[src/design/bcc_pkg.sv]
// Package for the button click classifier.
// Holds phase, event and register index codes and the configuration struct.
// No dependencies.
package bcc_pkg;

  localparam int unsigned TickWidth = 16;
  localparam int unsigned AddrWidth = 4;
  localparam int unsigned DataWidth = 32;

  localparam logic                 IdleLevelReset   = 1'b0;
  localparam logic [TickWidth-1:0] DoubleTicksReset = 16'd20;
  localparam logic [TickWidth-1:0] LongTicksReset   = 16'd100;

  typedef enum logic [1:0] {
    PH_IDLE     = 2'd0,
    PH_PRESS1   = 2'd1,
    PH_RELEASE1 = 2'd2,
    PH_PRESS2   = 2'd3
  } phase_t;

  typedef enum logic [1:0] {
    EV_NONE   = 2'd0,
    EV_SINGLE = 2'd1,
    EV_DOUBLE = 2'd2,
    EV_LONG   = 2'd3
  } event_t;

  typedef enum logic [1:0] {
    REG_IDLE_LEVEL   = 2'd0,
    REG_DOUBLE_TICKS = 2'd1,
    REG_LONG_TICKS   = 2'd2,
    REG_UNUSED       = 2'd3
  } reg_idx_t;

  typedef struct packed {
    logic                 idle_level;
    logic [TickWidth-1:0] double_press_ticks;
    logic [TickWidth-1:0] long_press_ticks;
  } cfg_t;

endpackage

[src/design/bcc_in_if.sv]
// Input channel of the button click classifier: one scan tick per transfer.
// No dependencies.
interface bcc_in_if;
  logic valid;
  logic ready;
  logic sample_level;

  modport source (output valid, output sample_level, input ready);
  modport sink (input valid, input sample_level, output ready);
endinterface

[src/design/bcc_out_if.sv]
// Result channel of the button click classifier: one event code per transfer.
// No dependencies.
interface bcc_out_if;
  logic       valid;
  logic       ready;
  logic [1:0] event_code;

  modport source (output valid, output event_code, input ready);
  modport sink (input valid, input event_code, output ready);
endinterface

[src/design/bcc_fsm.sv]
// Click classification state machine: phase, tick counter and previous level.
// Depends on bcc_pkg.
module bcc_fsm import bcc_pkg::*; (
  input  logic   clk,
  input  logic   rst_n,
  input  logic   step,
  input  logic   sample_level,
  input  cfg_t   cfg,
  output event_t evt
);

  phase_t               phase_r, phase_nxt;
  logic [TickWidth-1:0] tick_r, tick_nxt;
  logic                 prev_r;
  logic [TickWidth-1:0] tick_inc;
  logic                 same_level;
  logic                 long_hit;
  logic                 double_hit;

  assign tick_inc   = tick_r + TickWidth'(1);
  assign same_level = (sample_level == prev_r);
  assign long_hit   = (tick_inc >= cfg.long_press_ticks);
  assign double_hit = (tick_inc >= cfg.double_press_ticks);

  always_comb begin
    phase_nxt = phase_r;
    tick_nxt  = tick_r;
    unique case (phase_r)
      PH_IDLE: begin
        if (sample_level != cfg.idle_level && prev_r == cfg.idle_level) begin
          phase_nxt = PH_PRESS1;
        end
      end
      PH_PRESS1: begin
        if (same_level) begin
          tick_nxt = long_hit ? '0 : tick_inc;
          if (long_hit) begin
            phase_nxt = PH_IDLE;
          end
        end else begin
          tick_nxt  = '0;
          phase_nxt = PH_RELEASE1;
        end
      end
      PH_RELEASE1: begin
        if (same_level) begin
          tick_nxt = double_hit ? '0 : tick_inc;
          if (double_hit) begin
            phase_nxt = PH_IDLE;
          end
        end else begin
          tick_nxt  = '0;
          phase_nxt = PH_PRESS2;
        end
      end
      PH_PRESS2: begin
        if (!same_level) begin
          phase_nxt = PH_IDLE;
        end
      end
      default: begin
        phase_nxt = PH_IDLE;
      end
    endcase
  end

  always_comb begin
    evt = EV_NONE;
    unique case (phase_r)
      PH_IDLE:     evt = EV_NONE;
      PH_PRESS1:   evt = (same_level && long_hit) ? EV_LONG : EV_NONE;
      PH_RELEASE1: evt = (same_level && double_hit) ? EV_SINGLE : EV_NONE;
      PH_PRESS2:   evt = same_level ? EV_NONE : EV_DOUBLE;
      default:     evt = EV_NONE;
    endcase
  end

  always_ff @(posedge clk) begin
    if (!rst_n) begin
      phase_r <= PH_IDLE;
      tick_r  <= '0;
      prev_r  <= IdleLevelReset;
    end else if (step) begin
      phase_r <= phase_nxt;
      tick_r  <= tick_nxt;
      prev_r  <= sample_level;
    end
  end

endmodule

[src/design/button_click_classifier.sv]
// Button click classifier top level: channels, register file and result register.
// Depends on bcc_pkg, bcc_in_if, bcc_out_if and bcc_fsm.
//
// Each input transfer is one scan tick carrying the sampled button level, and
// each produces exactly one event code (none, single, double or long press).
// A tick is classified in the cycle it is taken and its code appears in the
// result register in the next cycle; a new tick is taken every cycle while the
// result register is empty or being drained, so throughput is one tick per
// cycle. Registers: idle level at 0x0, release ticks for a single click at
// 0x4, held ticks for a long press at 0x8; write them only while no tick is
// in flight.
module button_click_classifier import bcc_pkg::*; (
  input  logic                 clk,
  input  logic                 rst_n,
  bcc_in_if.sink               in_chan,
  bcc_out_if.source            out_chan,
  input  logic                 psel,
  input  logic                 penable,
  input  logic                 pwrite,
  input  logic [AddrWidth-1:0] paddr,
  input  logic [DataWidth-1:0] pwdata,
  output logic [DataWidth-1:0] prdata,
  output logic                 pready
);

  cfg_t     cfg_r;
  reg_idx_t reg_idx;
  logic     cfg_wr;
  logic     in_acc;
  logic     out_valid_r;
  event_t   event_r;
  event_t   evt;

  assign pready  = 1'b1;
  assign reg_idx = reg_idx_t'(paddr[3:2]);
  assign cfg_wr  = psel && penable && pwrite;

  always_ff @(posedge clk) begin
    if (!rst_n) begin
      cfg_r.idle_level         <= IdleLevelReset;
      cfg_r.double_press_ticks <= DoubleTicksReset;
      cfg_r.long_press_ticks   <= LongTicksReset;
    end else if (cfg_wr) begin
      unique case (reg_idx)
        REG_IDLE_LEVEL:   cfg_r.idle_level         <= pwdata[0];
        REG_DOUBLE_TICKS: cfg_r.double_press_ticks <= pwdata[TickWidth-1:0];
        REG_LONG_TICKS:   cfg_r.long_press_ticks   <= pwdata[TickWidth-1:0];
        default: ;
      endcase
    end
  end

  always_comb begin
    unique case (reg_idx)
      REG_IDLE_LEVEL:   prdata = {{(DataWidth-1){1'b0}}, cfg_r.idle_level};
      REG_DOUBLE_TICKS: prdata = {{(DataWidth-TickWidth){1'b0}}, cfg_r.double_press_ticks};
      REG_LONG_TICKS:   prdata = {{(DataWidth-TickWidth){1'b0}}, cfg_r.long_press_ticks};
      default:          prdata = '0;
    endcase
  end

  assign in_chan.ready = rst_n && (!out_valid_r || out_chan.ready);
  assign in_acc        = in_chan.valid && in_chan.ready;

  bcc_fsm u_fsm (
    .clk          (clk),
    .rst_n        (rst_n),
    .step         (in_acc),
    .sample_level (in_chan.sample_level),
    .cfg          (cfg_r),
    .evt          (evt)
  );

  always_ff @(posedge clk) begin
    if (!rst_n) begin
      out_valid_r <= 1'b0;
    end else if (in_acc) begin
      out_valid_r <= 1'b1;
    end else if (out_chan.ready) begin
      out_valid_r <= 1'b0;
    end
  end

  always_ff @(posedge clk) begin
    if (in_acc) begin
      event_r <= evt;
    end
  end

  assign out_chan.valid      = out_valid_r;
  assign out_chan.event_code = event_r;

endmodule

[src/flat_wrapper.sv]
// flat-port wrapper written by rule: the top's interface ports become plain ports
module button_click_classifier_flat import bcc_pkg::*;
  (clk, rst_n, psel, penable, pwrite, paddr, pwdata, prdata, pready, in_chan_valid, in_chan_sample_level, in_chan_ready, out_chan_valid, out_chan_event_code, out_chan_ready);
  bcc_in_if in_chan_i ();
  bcc_out_if out_chan_i ();
  input  logic clk;
  input  logic rst_n;
  input  logic psel;
  input  logic penable;
  input  logic pwrite;
  input  logic [AddrWidth-1:0] paddr;
  input  logic [DataWidth-1:0] pwdata;
  output logic [DataWidth-1:0] prdata;
  output logic pready;
  input wire logic [$bits(in_chan_i.valid)-1:0] in_chan_valid;
  input wire logic [$bits(in_chan_i.sample_level)-1:0] in_chan_sample_level;
  output wire logic [$bits(in_chan_i.ready)-1:0] in_chan_ready;
  output wire logic [$bits(out_chan_i.valid)-1:0] out_chan_valid;
  output wire logic [$bits(out_chan_i.event_code)-1:0] out_chan_event_code;
  input wire logic [$bits(out_chan_i.ready)-1:0] out_chan_ready;
  assign in_chan_i.valid = in_chan_valid;
  assign in_chan_i.sample_level = in_chan_sample_level;
  assign in_chan_ready = in_chan_i.ready;
  assign out_chan_valid = out_chan_i.valid;
  assign out_chan_event_code = out_chan_i.event_code;
  assign out_chan_i.ready = out_chan_ready;
  button_click_classifier u_core (.clk(clk), .rst_n(rst_n), .in_chan(in_chan_i), .out_chan(out_chan_i), .psel(psel), .penable(penable), .pwrite(pwrite), .paddr(paddr), .pwdata(pwdata), .prdata(prdata), .pready(pready));
endmodule
[config.mk]
export PLATFORM = sky130hd
export DESIGN_NAME = button_click_classifier_flat
export DESIGN_NICKNAME = d
export VERILOG_FILES = /design/src/design/bcc_pkg.sv /design/src/design/bcc_in_if.sv /design/src/design/bcc_out_if.sv /design/src/design/bcc_fsm.sv /design/src/design/button_click_classifier.sv /design/src/flat_wrapper.sv
export SDC_FILE = /design/constraint.sdc
export NUM_CORES = 1
export LEC_CHECK = 0
export BUFFER_PORTS_ARGS = -buffer_cell sky130_fd_sc_hd__buf_4
export CAP_MARGIN = 20
export CORE_MARGIN = 1.5
export CORE_UTILIZATION = 40
export CTS_BUF_LIST = sky130_fd_sc_hd__clkbuf_16
export DETAILED_ROUTE_END_ITERATION = 6
export GPL_ROUTABILITY_DRIVEN = 0
export PLACE_DENSITY_LB_ADDON = 0.05
export SLEW_MARGIN = 25
export SYNTH_ARGS = -nofsm -noshare
export SYNTH_HDL_FRONTEND = slang
export SYNTH_HIERARCHICAL = 1
export SYNTH_SLANG_ARGS = --single-unit
export TNS_END_PERCENT = 5
[constraint.sdc]
create_clock -name clk -period 4.3 [get_ports clk]
set_clock_uncertainty 0.15 [all_clocks]
set_input_delay 0.43 -clock clk [delete_from_list [all_inputs] [get_ports clk]]
set_output_delay 0.43 -clock clk [all_outputs]
set_load 0.01 [all_outputs]
==> key figures <==
Status
  • Status: finished clean

Die
  • Die area: 10000 um2
  • Placeable Area: 9200 um2
  • Chip width: 100 um
  • Initial Util: 41.1%
  • Die height: 100 um
  • I/O pin total: 81
  • Std-Cell Rows: 35

Pwr
  • Peak VDD IR: 0.000162 V
  • Pwr Density: 249 nW/um2
  • Leak: 1.85 nW

STA
  • Fin Setup TNS: 0 ps
  • Achievable frequency: 0.259 GHz
  • Slew Viols, Final: 0
  • Tcrit/Tclk final: 89.9%
  • Rel. slew slack: 42.9%
  • RSZ-0062 raised after global routing: false
  • Worst-Margin Slew: 853 ps
  • Final Hold Fails: 0
  • Setup WS post-layout: 432 ps
  • # setup viols final: 0
  • Final worst path period need: 3870 ps

Cells and area
  • Ant. Diodes: 0
  • Layout cells sized above 1: 13.1%
  • Multi-input logic area: 2300 um2
  • FF+latch area: 1120 um2
  • # fillers: 955
  • Net count, final: 570
  • P&R area growth vs syn: 11.2%
  • Design area: 4200 um2

Place
  • Area post-placement: 4060 um2
  • Placed wire-length estimate: 6.47 mm
  • Port buffer count: 45
  • Pre-CTS setup slack: 464 ps

Clock network
  • TritonCTS Buffers: 5
  • Maximum root-to-sink buffer count: 2
  • Setup Fix Bufs, Post-CTS: 0
  • Clk Latency, worst-skew pair: 290 ps
  • # clock sinks: 55
  • CTS resizes: 0
  • TritonCTS clock tree: yes
  • Depth of the CTS H-tree: 2
  • Clk Tree Root Cell: clkbuf_16
  • Clock transition at the registers of the reported paths: 70 ps
  • Post-CTS Hold Buffers: 0

Synthesis
  • Syn Area/Cell: 8.23 um2
  • Synth Register Bits: 55
  • Sequential area share after synthesis: 29.7%
  • Cells after synthesis: 459
  • Top FF cell, synth: dfxtp_1
  • Distinct cell type count after synthesis: 58
  • Post-synth EDFFs: 2
  • Cell area after synthesis: 3780 um2
  • Post-synthesis async set-or-reset flop share: 0%
  • Ys Warns: 6

Detailed routing
  • Iter 0 DRT Violations: 102
  • DRC viols: 0
  • Antenna Nets Post-Route: 0
  • Drt first pass iters: 4
  • Vias/cell: 5.15
  • Final WL: 8.65 mm
  • DR vias: 3096
  • Routed len/inst: 14.4 um

Setup path
  • CP max FO: 20
  • CP startpoint kind: flop
  • WS Path Type: reg -> reg
  • WP data required: 4360 ps
  • Critical Path Sink Type: flop
  • Worst EP arrival: 3930 ps

Global route
  • Vias in the first global route: 3002
  • First-pass GRT wire length: 14.5 mm
  • Total track usage: 18.2%
  • Grt total ovfl: 0
  • Largest net degree at the start of global routing: 60
  • Antenna violations before repair: 0

Job
  • Max Cap Violations: 0

Min path
  • Hold Crit Class: in -> reg
worst paths after layout:
kind                                             start                                   end  slack (ps)  cells after the start
setup / recovery   u_core/u_fsm/tick_r[0]$_SDFFE_PN0P_   u_core/u_fsm/tick_r[3]$_SDFFE_PN0P_         430                     15
hold / removal                                paddr[3]         u_core/cfg_r[32]$_SDFFE_PN0P_         210                      2
setup reg to reg   u_core/u_fsm/tick_r[0]$_SDFFE_PN0P_   u_core/u_fsm/tick_r[3]$_SDFFE_PN0P_         430                     15
hold reg to reg   u_core/u_fsm/tick_r[14]$_SDFFE_PN0P_  u_core/u_fsm/tick_r[14]$_SDFFE_PN0P_         310                      2
synth_stat cells, drive strengths merged, types with 4 or more instances:
cell type	count	share of area, %
a21oi	20	2.6
a21boi	7	1.4
nand2b	5	0.83
nor2b	10	1.9
a22o	15	3.5
or3	4	0.66
a31oi	5	0.83
mux2i	31	8.2
ha	37	12
inv	39	3.9
and2	4	0.73
o21ai	17	2.3
buf	29	6.2
nor3	5	0.66
xor2	6	1.4
nor2	13	1.4
nand2	81	8.1
clkbuf	10	1.0
nand4	5	0.99
nand3	22	3.0
xnor2	10	2.5
dfxtp	53	28
power by group:
part / switching [W] / leakage [nW] / internal [W]
clock: 0.000197 / 0.0674 / 0.000216
combinational: 0.0000644 / 1.33 / 0.0000443
sequential: 0.00000559 / 0.448 / 0.000518
sequential cells by signal, summed over array words and instances, names as in the netlist:
| signal | flops |
|---|---|
| u_core/cfg_r | 33 |
| u_core/out_chan.event_code | 2 |
| u_core/out_chan.valid | 1 |
| u_core/u_fsm/phase_r | 2 |
| u_core/u_fsm/prev_r | 1 |
| u_core/u_fsm/tick_r | 16 |
placed cells by master (no fill, tap or decap), types with 5 or more instances in the layout:
cell type  count
nand2_1       80
dfxtp_1       53
buf_4         47
inv_1         39
ha_1          37
mux2i_1       31
nand3_1       21
a21oi_1       20
conb_1        17
a22o_1        15
o21ai_0       13
nor2_1        12
xnor2_1        9
nor2b_1        8
xor2_1         6
clkbuf_16      5
nand2b_1       5
nor3_1         5
a31oi_1        5
critical path, stage by stage, from the launching register on:
cell	delay (ps)
dfxtp_1	470
ha_1	280
nand3_1	230
nor2_1	310
nand3_1	240
nor2_1	180
xor2_1	300
ha_1	300
nand4_1	170
nor4_1	90
a32oi_1	290
nand4_1	150
o21ai_1	110
buf_4	260
nand3_1	100
a31oi_1	170
through the flow:
| step | power, W | hold slack (ps) | utilization [%] | std cells |
|---|---|---|---|---|
| floorplan | 0.000616 | 282 | - | 474 |
| global placement | 0.000645 | 296 | 44.1 | 593 |
| detailed placement | 0.000645 | 297 | 44.1 | 593 |
| CTS | 0.00106 | 204 | 45.7 | 601 |
| global route | 0.00110 | 215 | 45.7 | 601 |
| finish | 0.00104 | 207 | 45.7 | 601 |
metal layers:
layer / vias to the layer above / part of all wire [%] / global-route usage (%)
met4: 0 / 0.74 / 3.90
met3: 5 / 2.3 / 2.30
met2: 45 / 50 / 33.0
met1: 1448 / 47 / 23.0
met5: - / 0 / 0
li1: 1598 / - / -
kinds of logic after synthesis:
group	Yosys count	share of synthesized area [%]
buffers and inverters	78	11.1
AOI/OAI and AO/OA	79	14.2
muxes	31	8.21
DFF	55	29.7
xor gates and xnor gates	16	3.91
other	2	0.199
and+or+nand+nor	161	20.5
adders and majority gates	37	12.3
cell type report:
| cell class | instances | share of cell area, % |
|---|---|---|
| multi-input combinational | 341 | 54.7 |
| sequential | 55 | 26.7 |
| timing repair buffer | 47 | 8.40 |
| inverter | 39 | 3.49 |
| tap | 111 | 3.31 |
| clock buffer | 5 | 2.98 |
| clock inverter | 3 | 0.477 |
(Power assumes the default switching activity.)
